`src/hw/rtl/sbr_pkg.sv`:
```
// Package for the subset bitmap rank core.
// Holds word widths, multiplier operand selects and the controller/datapath structs.
// No dependencies.
package sbr_pkg;

	localparam int DATA_W = 64;
	localparam int CNT_W  = 7;
	localparam int CYC_W  = $clog2(DATA_W);

	localparam logic MSEL_A = 1'b0;
	localparam logic MSEL_B = 1'b1;

	typedef struct packed {
		logic load;
		logic step_zero;
		logic bin_one;
		logic step_one;
		logic mul;
		logic msel;
		logic div_start;
		logic fin;
		logic out_load;
	} sbr_cmd_t;

	typedef struct packed {
		logic count_zero;
		logic bit0;
		logic col_first;
		logic row_eq_col;
		logic div_busy;
		logic div_done;
		logic out_full;
	} sbr_stat_t;

endpackage

```
`src/hw/rtl/sbr_div.sv`:
```
// Bit-serial restoring divider: 64-bit dividend by a 7-bit divisor, one quotient bit a cycle.
// Depends on sbr_pkg.
module sbr_div (
	input  logic                       clk,
	input  logic                       arst_n,
	input  logic                       start,
	input  logic [sbr_pkg::DATA_W-1:0] dividend,
	input  logic [sbr_pkg::CNT_W-1:0]  divisor,
	output logic                       busy,
	output logic                       done,
	output logic [sbr_pkg::DATA_W-1:0] quotient
);

	localparam logic [sbr_pkg::CYC_W-1:0] LAST = sbr_pkg::CYC_W'(sbr_pkg::DATA_W - 1);

	logic                       busy_q;
	logic                       done_q;
	logic [sbr_pkg::CYC_W-1:0]  cnt_q;
	logic [sbr_pkg::DATA_W-1:0] dq_q;
	logic [sbr_pkg::CNT_W-1:0]  rem_q;
	logic [sbr_pkg::CNT_W-1:0]  dvs_q;
	logic [sbr_pkg::CNT_W:0]    sh;
	logic [sbr_pkg::CNT_W:0]    diff;
	logic                       ge;
	logic [sbr_pkg::CNT_W-1:0]  rem_d;

	assign sh    = {rem_q, dq_q[sbr_pkg::DATA_W-1]};
	assign ge    = sh >= {1'b0, dvs_q};
	assign diff  = sh - {1'b0, dvs_q};
	assign rem_d = ge ? diff[sbr_pkg::CNT_W-1:0] : sh[sbr_pkg::CNT_W-1:0];

	always_ff @(posedge clk or negedge arst_n) begin
		if (!arst_n) begin
			busy_q <= 1'b0;
			done_q <= 1'b0;
			cnt_q  <= '0;
		end else if (start) begin
			busy_q <= 1'b1;
			done_q <= 1'b0;
			cnt_q  <= '0;
		end else if (busy_q) begin
			cnt_q <= cnt_q + 1'b1;
			if (cnt_q == LAST) begin
				busy_q <= 1'b0;
				done_q <= 1'b1;
			end
		end else begin
			done_q <= 1'b0;
		end
	end

	always_ff @(posedge clk) begin
		if (start) begin
			dq_q  <= dividend;
			rem_q <= '0;
			dvs_q <= divisor;
		end else if (busy_q) begin
			dq_q  <= {dq_q[sbr_pkg::DATA_W-2:0], ge};
			rem_q <= rem_d;
		end
	end

	assign busy     = busy_q;
	assign done     = done_q;
	assign quotient = dq_q;

endmodule

```
`src/hw/rtl/sbr_datapath.sv`:
```
// Datapath of the rank core: triangle position, binomial, modified term, sum and result register.
// Depends on sbr_pkg and sbr_div.
module sbr_datapath #(
	parameter int WORD_BITS = 64
) (
	input  logic                       clk,
	input  logic                       arst_n,
	input  sbr_pkg::sbr_cmd_t          cmd,
	output sbr_pkg::sbr_stat_t         stat,
	input  logic [sbr_pkg::DATA_W-1:0] subset_bits,
	input  logic [sbr_pkg::CNT_W-1:0]  bit_count,
	output logic                       out_valid,
	input  logic                       out_ready,
	output logic [sbr_pkg::DATA_W-1:0] rank
);

	logic [WORD_BITS-1:0]       bits_q;
	logic [sbr_pkg::CNT_W-1:0]  count_q;
	logic [sbr_pkg::CNT_W-1:0]  rp_q;
	logic [sbr_pkg::CNT_W-1:0]  cp_q;
	logic [sbr_pkg::DATA_W-1:0] binom_q;
	logic [sbr_pkg::DATA_W-1:0] mod_q;
	logic [sbr_pkg::DATA_W-1:0] sum_q;
	logic [sbr_pkg::DATA_W-1:0] prod_q;
	logic [sbr_pkg::CNT_W-1:0]  dvs_q;
	logic [sbr_pkg::DATA_W-1:0] rank_q;
	logic                       out_valid_q;
	logic [sbr_pkg::CNT_W-1:0]  mul_m;
	logic [sbr_pkg::CNT_W-1:0]  mul_d;
	logic [sbr_pkg::DATA_W-1:0] mult;
	logic                       div_busy;
	logic                       div_done;
	logic [sbr_pkg::DATA_W-1:0] quotient;

	assign mul_m = (cmd.msel == sbr_pkg::MSEL_A) ? rp_q - sbr_pkg::CNT_W'(1) : rp_q - cp_q;
	assign mul_d = (cmd.msel == sbr_pkg::MSEL_A) ? rp_q - cp_q : cp_q;
	assign mult  = binom_q * sbr_pkg::DATA_W'(mul_m);

	sbr_div u_div (
		.clk      (clk),
		.arst_n   (arst_n),
		.start    (cmd.div_start),
		.dividend (prod_q),
		.divisor  (dvs_q),
		.busy     (div_busy),
		.done     (div_done),
		.quotient (quotient)
	);

	always_ff @(posedge clk) begin
		if (cmd.load) begin
			bits_q  <= subset_bits[WORD_BITS-1:0];
			count_q <= bit_count;
			rp_q    <= '0;
			cp_q    <= '0;
			binom_q <= '0;
			mod_q   <= '0;
			sum_q   <= '0;
		end else begin
			if (cmd.step_zero) begin
				rp_q  <= rp_q + 1'b1;
				mod_q <= (mod_q << 1) - binom_q;
			end
			if (cmd.step_one) begin
				rp_q  <= rp_q + 1'b1;
				cp_q  <= cp_q + 1'b1;
				mod_q <= (mod_q << 1) + binom_q;
			end
			if (cmd.bin_one) begin
				binom_q <= sbr_pkg::DATA_W'(1);
			end else if (div_done) begin
				binom_q <= quotient;
			end
			if (cmd.fin) begin
				sum_q   <= sum_q + mod_q;
				bits_q  <= bits_q >> 1;
				count_q <= count_q - 1'b1;
			end
		end
		if (cmd.mul) begin
			prod_q <= mult;
			dvs_q  <= mul_d;
		end
		if (cmd.out_load) begin
			rank_q <= sum_q;
		end
	end

	always_ff @(posedge clk or negedge arst_n) begin
		if (!arst_n) begin
			out_valid_q <= 1'b0;
		end else if (cmd.out_load) begin
			out_valid_q <= 1'b1;
		end else if (out_ready) begin
			out_valid_q <= 1'b0;
		end
	end

	assign stat.count_zero = (count_q == '0);
	assign stat.bit0       = bits_q[0];
	assign stat.col_first  = (cp_q == '0);
	assign stat.row_eq_col = (rp_q == cp_q);
	assign stat.div_busy   = div_busy;
	assign stat.div_done   = div_done;
	assign stat.out_full   = out_valid_q && !out_ready;

	assign out_valid = out_valid_q;
	assign rank      = rank_q;

endmodule

```
`src/hw/rtl/sbr_ctrl.sv`:
```
// Controller of the rank core: sequences bit steps, multiplies and divides.
// Depends on sbr_pkg.
module sbr_ctrl (
	input  logic               clk,
	input  logic               arst_n,
	input  logic               in_valid,
	output logic               in_ready,
	input  sbr_pkg::sbr_stat_t stat,
	output sbr_pkg::sbr_cmd_t  cmd
);

	localparam logic [2:0] S_IDLE   = 3'd0;
	localparam logic [2:0] S_CHECK  = 3'd1;
	localparam logic [2:0] S_MUL    = 3'd2;
	localparam logic [2:0] S_DSTART = 3'd3;
	localparam logic [2:0] S_DIV    = 3'd4;
	localparam logic [2:0] S_ONE    = 3'd5;
	localparam logic [2:0] S_FIN    = 3'd6;
	localparam logic [2:0] S_OUT    = 3'd7;

	localparam logic RET_FIN = 1'b0;
	localparam logic RET_ONE = 1'b1;

	logic [2:0] state_q;
	logic [2:0] state_d;
	logic       msel_q;
	logic       msel_d;
	logic       ret_q;
	logic       ret_d;

	always_comb begin
		cmd      = '0;
		state_d  = state_q;
		msel_d   = msel_q;
		ret_d    = ret_q;
		in_ready = 1'b0;
		unique case (state_q)
			S_IDLE: begin
				in_ready = 1'b1;
				if (in_valid) begin
					cmd.load = 1'b1;
					state_d  = S_CHECK;
				end
			end
			S_CHECK: begin
				if (stat.count_zero) begin
					state_d = S_OUT;
				end else if (!stat.bit0) begin
					cmd.step_zero = 1'b1;
					msel_d        = sbr_pkg::MSEL_A;
					ret_d         = RET_FIN;
					state_d       = S_MUL;
				end else if (stat.col_first) begin
					cmd.bin_one = 1'b1;
					state_d     = S_ONE;
				end else begin
					msel_d  = sbr_pkg::MSEL_B;
					ret_d   = RET_ONE;
					state_d = S_MUL;
				end
			end
			S_MUL: begin
				cmd.mul  = 1'b1;
				cmd.msel = msel_q;
				state_d  = S_DSTART;
			end
			S_DSTART: begin
				cmd.div_start = 1'b1;
				state_d       = S_DIV;
			end
			S_DIV: begin
				if (stat.div_done) begin
					state_d = (ret_q == RET_ONE) ? S_ONE : S_FIN;
				end
			end
			S_ONE: begin
				cmd.step_one = 1'b1;
				if (stat.row_eq_col) begin
					cmd.bin_one = 1'b1;
					state_d     = S_FIN;
				end else begin
					msel_d  = sbr_pkg::MSEL_A;
					ret_d   = RET_FIN;
					state_d = S_MUL;
				end
			end
			S_FIN: begin
				cmd.fin = 1'b1;
				state_d = S_CHECK;
			end
			S_OUT: begin
				if (!stat.out_full) begin
					cmd.out_load = 1'b1;
					state_d      = S_IDLE;
				end
			end
			default: begin
				state_d = S_IDLE;
			end
		endcase
	end

	always_ff @(posedge clk or negedge arst_n) begin
		if (!arst_n) begin
			state_q <= S_IDLE;
			msel_q  <= sbr_pkg::MSEL_A;
			ret_q   <= RET_FIN;
		end else begin
			state_q <= state_d;
			msel_q  <= msel_d;
			ret_q   <= ret_d;
		end
	end

endmodule

```
`src/hw/rtl/subset_bitmap_rank_core.sv`:
```
// Top level of the subset bitmap rank core: controller, datapath and port packing.
// Depends on sbr_pkg, sbr_ctrl and sbr_datapath (which holds sbr_div).
//
// Usage:
//   Slave channel s_*: one transfer carries a subset bitmap and a bit count n.
//   Master channel m_*: one transfer per input carries the rank of that subset.
//   The core scans the low n bitmap bits, bit 0 first, walking Pascal's
//   triangle; bits at or above WORD_BITS count as zero, counts above 64 scan
//   zero bits past the bitmap. All arithmetic wraps modulo 2^64.
// Timing:
//   One item at a time; s_tready is high only while the core is idle. A set
//   bit needs no divide if it is the first set bit at bit 0, one if the first
//   set bit comes later or all bits so far are set, and two otherwise.
//   The bit-serial divider sets the pace: one quotient bit per cycle and a
//   one-cycle done pulse per divide, one divide per clear bit, up to two per set bit.
//   m_tvalid rises once the last bit step has passed the check and output
//   states, and s_tready rises in the same cycle as m_tvalid.
// Reset and stalls:
//   arst_n clears the controller, the divider state and m_tvalid; no clearing pass.
//   The result sits in an output register: s_tready returns as soon as it is
//   loaded, and a stalled m_tready only holds the core once a second result
//   is ready while the first is still waiting.
module subset_bitmap_rank_core #(
	parameter int WORD_BITS = 64
) (
	input  logic        clk,
	input  logic        arst_n,
	input  logic        s_tvalid,
	output logic        s_tready,
	input  logic [71:0] s_tdata,   // subset_bits[63:0], bit_count[70:64], zero pad [71]
	output logic        m_tvalid,
	input  logic        m_tready,
	output logic [63:0] m_tdata    // rank[63:0]
);

	sbr_pkg::sbr_cmd_t  cmd;
	sbr_pkg::sbr_stat_t stat;

	logic [sbr_pkg::DATA_W-1:0] subset_bits;
	logic [sbr_pkg::CNT_W-1:0]  bit_count;
	logic [sbr_pkg::DATA_W-1:0] rank;

	assign subset_bits = s_tdata[63:0];
	assign bit_count   = s_tdata[70:64];

	sbr_ctrl u_ctrl (
		.clk      (clk),
		.arst_n   (arst_n),
		.in_valid (s_tvalid),
		.in_ready (s_tready),
		.stat     (stat),
		.cmd      (cmd)
	);

	sbr_datapath #(
		.WORD_BITS (WORD_BITS)
	) u_dp (
		.clk         (clk),
		.arst_n      (arst_n),
		.cmd         (cmd),
		.stat        (stat),
		.subset_bits (subset_bits),
		.bit_count   (bit_count),
		.out_valid   (m_tvalid),
		.out_ready   (m_tready),
		.rank        (rank)
	);

	assign m_tdata = rank;

	a_one_item: assert property (@(posedge clk) disable iff (!arst_n)
		s_tvalid && s_tready |=> !s_tready)
		else $error("input taken while an item is in progress");

	a_div_free: assert property (@(posedge clk) disable iff (!arst_n)
		cmd.div_start |-> !stat.div_busy)
		else $error("divider restarted while busy");

	a_out_free: assert property (@(posedge clk) disable iff (!arst_n)
		cmd.out_load |-> !(m_tvalid && !m_tready))
		else $error("result register overwritten while stalled");

	a_load_idle: assert property (@(posedge clk) disable iff (!arst_n)
		cmd.load |-> !stat.div_busy && !cmd.fin)
		else $error("new item loaded during a bit step");

endmodule
```
`config.mk`:
```
export PLATFORM = sky130hd
export DESIGN_NAME = subset_bitmap_rank_core
export DESIGN_NICKNAME = d
export VERILOG_FILES = /design/src/hw/rtl/sbr_pkg.sv /design/src/hw/rtl/sbr_div.sv /design/src/hw/rtl/sbr_datapath.sv /design/src/hw/rtl/sbr_ctrl.sv /design/src/hw/rtl/subset_bitmap_rank_core.sv
export SDC_FILE = /design/constraint.sdc
export NUM_CORES = 2
export LEC_CHECK = 0
export BUFFER_PORTS_ARGS = -buffer_cell sky130_fd_sc_hd__buf_2
export CORE_UTILIZATION = 30
export DETAILED_ROUTE_END_ITERATION = 7
export GPL_ROUTABILITY_DRIVEN = 0
export GPL_TIMING_DRIVEN = 0
export HOLD_SLACK_MARGIN = 0.06
export PLACE_DENSITY = 0.52
export SLEW_MARGIN = 15
export SYNTH_ARGS = -nofsm -noshare
export SYNTH_HDL_FRONTEND = slang
export SYNTH_SLANG_ARGS = --single-unit
```
`constraint.sdc`:
```
create_clock -name clk -period 10.6 [get_ports clk]
set_input_delay 1.59 -clock clk [delete_from_list [all_inputs] [get_ports clk]]
set_output_delay 1.59 -clock clk [all_outputs]
set_load 0.01 [all_outputs]
```
==> reports/qor.yml <==
outcome: "completed"
htreeDepth: 2
cts_buffers: 57
syn_to_final_growth_pct: 12.1
grt_max_degree: 58
crit_required_ns: 10.99
hp-class: "reg -> reg"
die_h_um: 382
wl_um: 136000
antenna_left: 0
num-fill-cells: 15000
netlist_area_mm2: 0.0434
port-buffer-count: 140
seqPwrFrac_pct: 29.4
finalCritPeriodShare_pct: 94.1
viasPerCell: 5.01
slowest_delay_ns: 0.73
r2r_cells: 33
worst_pin_slew_ns: 1.11
firstDrtPassIters: 8
crit_path_end_kind: "register"
intPower_uw: 6080
crit_fanout: 10
synth_cell_type_count: 111
async_flop_share_pct: 2.58
placedCellCount: 7018
swShare_pct: 47.1
slew_headroom_pct: 25.7
synth.net_count: 5617
yosysWarnings: 0
num_antenna_cells: 0
clock-sinks: 503
die_area_mm2: 0.146
wl_per_cell_um: 19.1
comb_power_share_pct: 52.4
powerDensity_mw_per_mm2: 236
grtUsageTotal_pct: 18.6
drt_first_iter_violations: 2672
met3WireLength_um: 7310
drive_above_1_share_pct: 7.96
grt_pass1_vias: 35700
path_clk_slew_ns: 0.07
min_period_ns: 9.97
p_clk_share_pct: 18.2
setup_viol: 0
p_leak_uw: 0.0208
clk_latency_ns: 0.68
die_w_um: 382
cts_tree: "built"
crit_type: "reg -> reg"
overflow: 0
finalHoldViolCount: 0
fin_nets: 5824
instances_no_fill: 7126
core_mm2: 0.143
avgSynthCellArea_um2: 8.74
vias: 35700
fin_setup_tns_ns: 0
grt_pass1_wl_um: 214000
ys_seq_area_share_pct: 29.7
slew_violations: 0
m1WireLength_um: 63500
clockBufferDepth: 3
rows: 139
start_util_pct: 30.2
max_cap_violations: 0
skew_ns: 0.0491
hold_depth: 0
synth-seq-cells: 503
cts.repair.resized: 0
top_layer: "met4"
io_pins: 142
layout_common_cells: "nand2_1 (698), inv_1 (536), a21oi_1 (391)"
synth_cells: 4967
post-cts-setup-buffers: 0
worstPathArrival_ns: 10.36
post-dp-hpwl_um: 112000
crit_path_start_kind: "register"
cts_hold_buffers: 0
peakVddDrop_uv: 160
rsz0062_at_grt: "false"
root_buffer: "clkbuf_16"
drc_errors: 0
p_sw_uw: 5410
synth-main-ff-cell: "edfxtp_1"
antenna_found_initial: 0
dr_wl_met2_um: 60500
fmax_mhz: 100
synth-edff-count: 277
mostFrequentLayoutCell: "nand2_1"
rrSetupSlack_ns: 0.63
cpMaxStageDelayCell: "clkbuf_1"
-- layout make-up --
cell class                 count  area [um2]  share of cell area [%]
sequential                   503       12900                    26.5
multi-input combinational   3691       27400                    56.4
inverter                     539        2030                    4.16
timing repair buffer         148         850                    1.75
tap                         1903        2380                    4.90
clock buffer                  75        1600                    3.28
buffer                       234        1080                    2.22
clock inverter                33         387                   0.795
-- state kept, by name, indices dropped and copies added, names as in the netlist, 3 cells and up --
| name | count |
|---|---|
| u_dp.binom_q | 64 |
| u_dp.bits_q | 64 |
| u_dp.mod_q | 64 |
| u_dp.prod_q | 64 |
| u_dp.rank | 64 |
| u_dp.sum_q | 64 |
| u_dp.u_div.quotient | 64 |
| u_dp.count_q | 7 |
| u_dp.cp_q | 7 |
| u_dp.dvs_q | 7 |
| u_dp.rp_q | 7 |
| u_dp.u_div.dvs_q | 7 |
| u_dp.u_div.rem_q | 7 |
| u_dp.u_div.cnt_q | 6 |
| u_ctrl.state_q | 3 |
-- logic make-up (layout without fill, tap and decap cells) --
group / Yosys count / count (layout) / synth area share, %
compound gates: 1109 / 1109 / 16.0
xor+xnor: 219 / 219 / 4.42
fa+ha+maj: 574 / 574 / 21.7
buf+inv: 773 / 1029 / 7.15
flops: 503 / 503 / 29.7
mux: 143 / 143 / 3.48
simple gates: 1646 / 1646 / 17.6
-- power by group through the flow --
stage	logic (uW)	clock network (uW)	registers (uW)
finish	6020	2080	3380
global route	6580	2210	3440
CTS	5980	2140	3370
detailed placement	5950	0	3400
global placement	5880	0	3420
floorplan	4140	0	3150
-- Yosys cell counts, drive strengths merged (76+ instances only) --
cell type / n / area, um2
nand2: 698 / 2620
inv: 538 / 2020
a21oi: 394 / 1980
nor2: 361 / 1360
fa: 297 / 5950
edfxtp: 277 / 8320
ha: 277 / 3470
o21ai: 243 / 1220
and2: 214 / 1340
dfxtp: 213 / 4260
clkbuf: 199 / 877
xnor2: 143 / 1250
a21o: 101 / 761
mux2i: 79 / 791
xor2: 76 / 666
-- worst paths after layout --
check | from | end
max | u_dp.rp_q[0]$_SDFFE_PP0P_ | u_dp.prod_q[62]$_DFFE_PN_
min | u_dp.dvs_q[6]$_DFFE_PN_ | u_dp.u_div.dvs_q[6]$_DFFE_PP_
max reg2reg | u_dp.rp_q[0]$_SDFFE_PP0P_ | u_dp.prod_q[62]$_DFFE_PN_
min reg2reg | u_dp.dvs_q[6]$_DFFE_PN_ | u_dp.u_div.dvs_q[6]$_DFFE_PP_
max in group asynchronous | arst_n | u_dp.u_div.done$_DFFE_PN0P_
min in group asynchronous | arst_n | u_ctrl.msel_q$_DFFE_PN0P_
-- metal layers --
metal | global-route usage (%) | vias to the layer above
met5 | 0 | -
met1 | 26.2 | 17200
met3 | 1.97 | 195
li1 | - | 17300
met2 | 29.5 | 1051
met4 | 6.41 | 0
-- metrics by stage --
step                      total power, uW  utilization (%)  area [um2]  hold slack, ns  setup slack (ns)
after CTS                           11500             33.9       48600           0.416             0.538
after global placement               9300             32.4       46500           0.402             -2.59
after detailed placement             9350             32.5       46700           0.405             0.613
final                               11500             33.9       48600           0.412             0.630
after global routing                12200             33.9       48600           0.430             0.189
after floorplan                      7290                -       43400           0.400              2.04
-- worst max-delay path: cells and delay by family (launching register included) --
kind	cells	cell delay [ns]
xor+xnor	3	0.71
fa+ha+maj	7	2.78
buf+inv	7	1.56
compound gates	14	3.30
simple gates	2	0.89
flops	1	0.41
No activity file was read; power rests on OpenSTA's default activity.
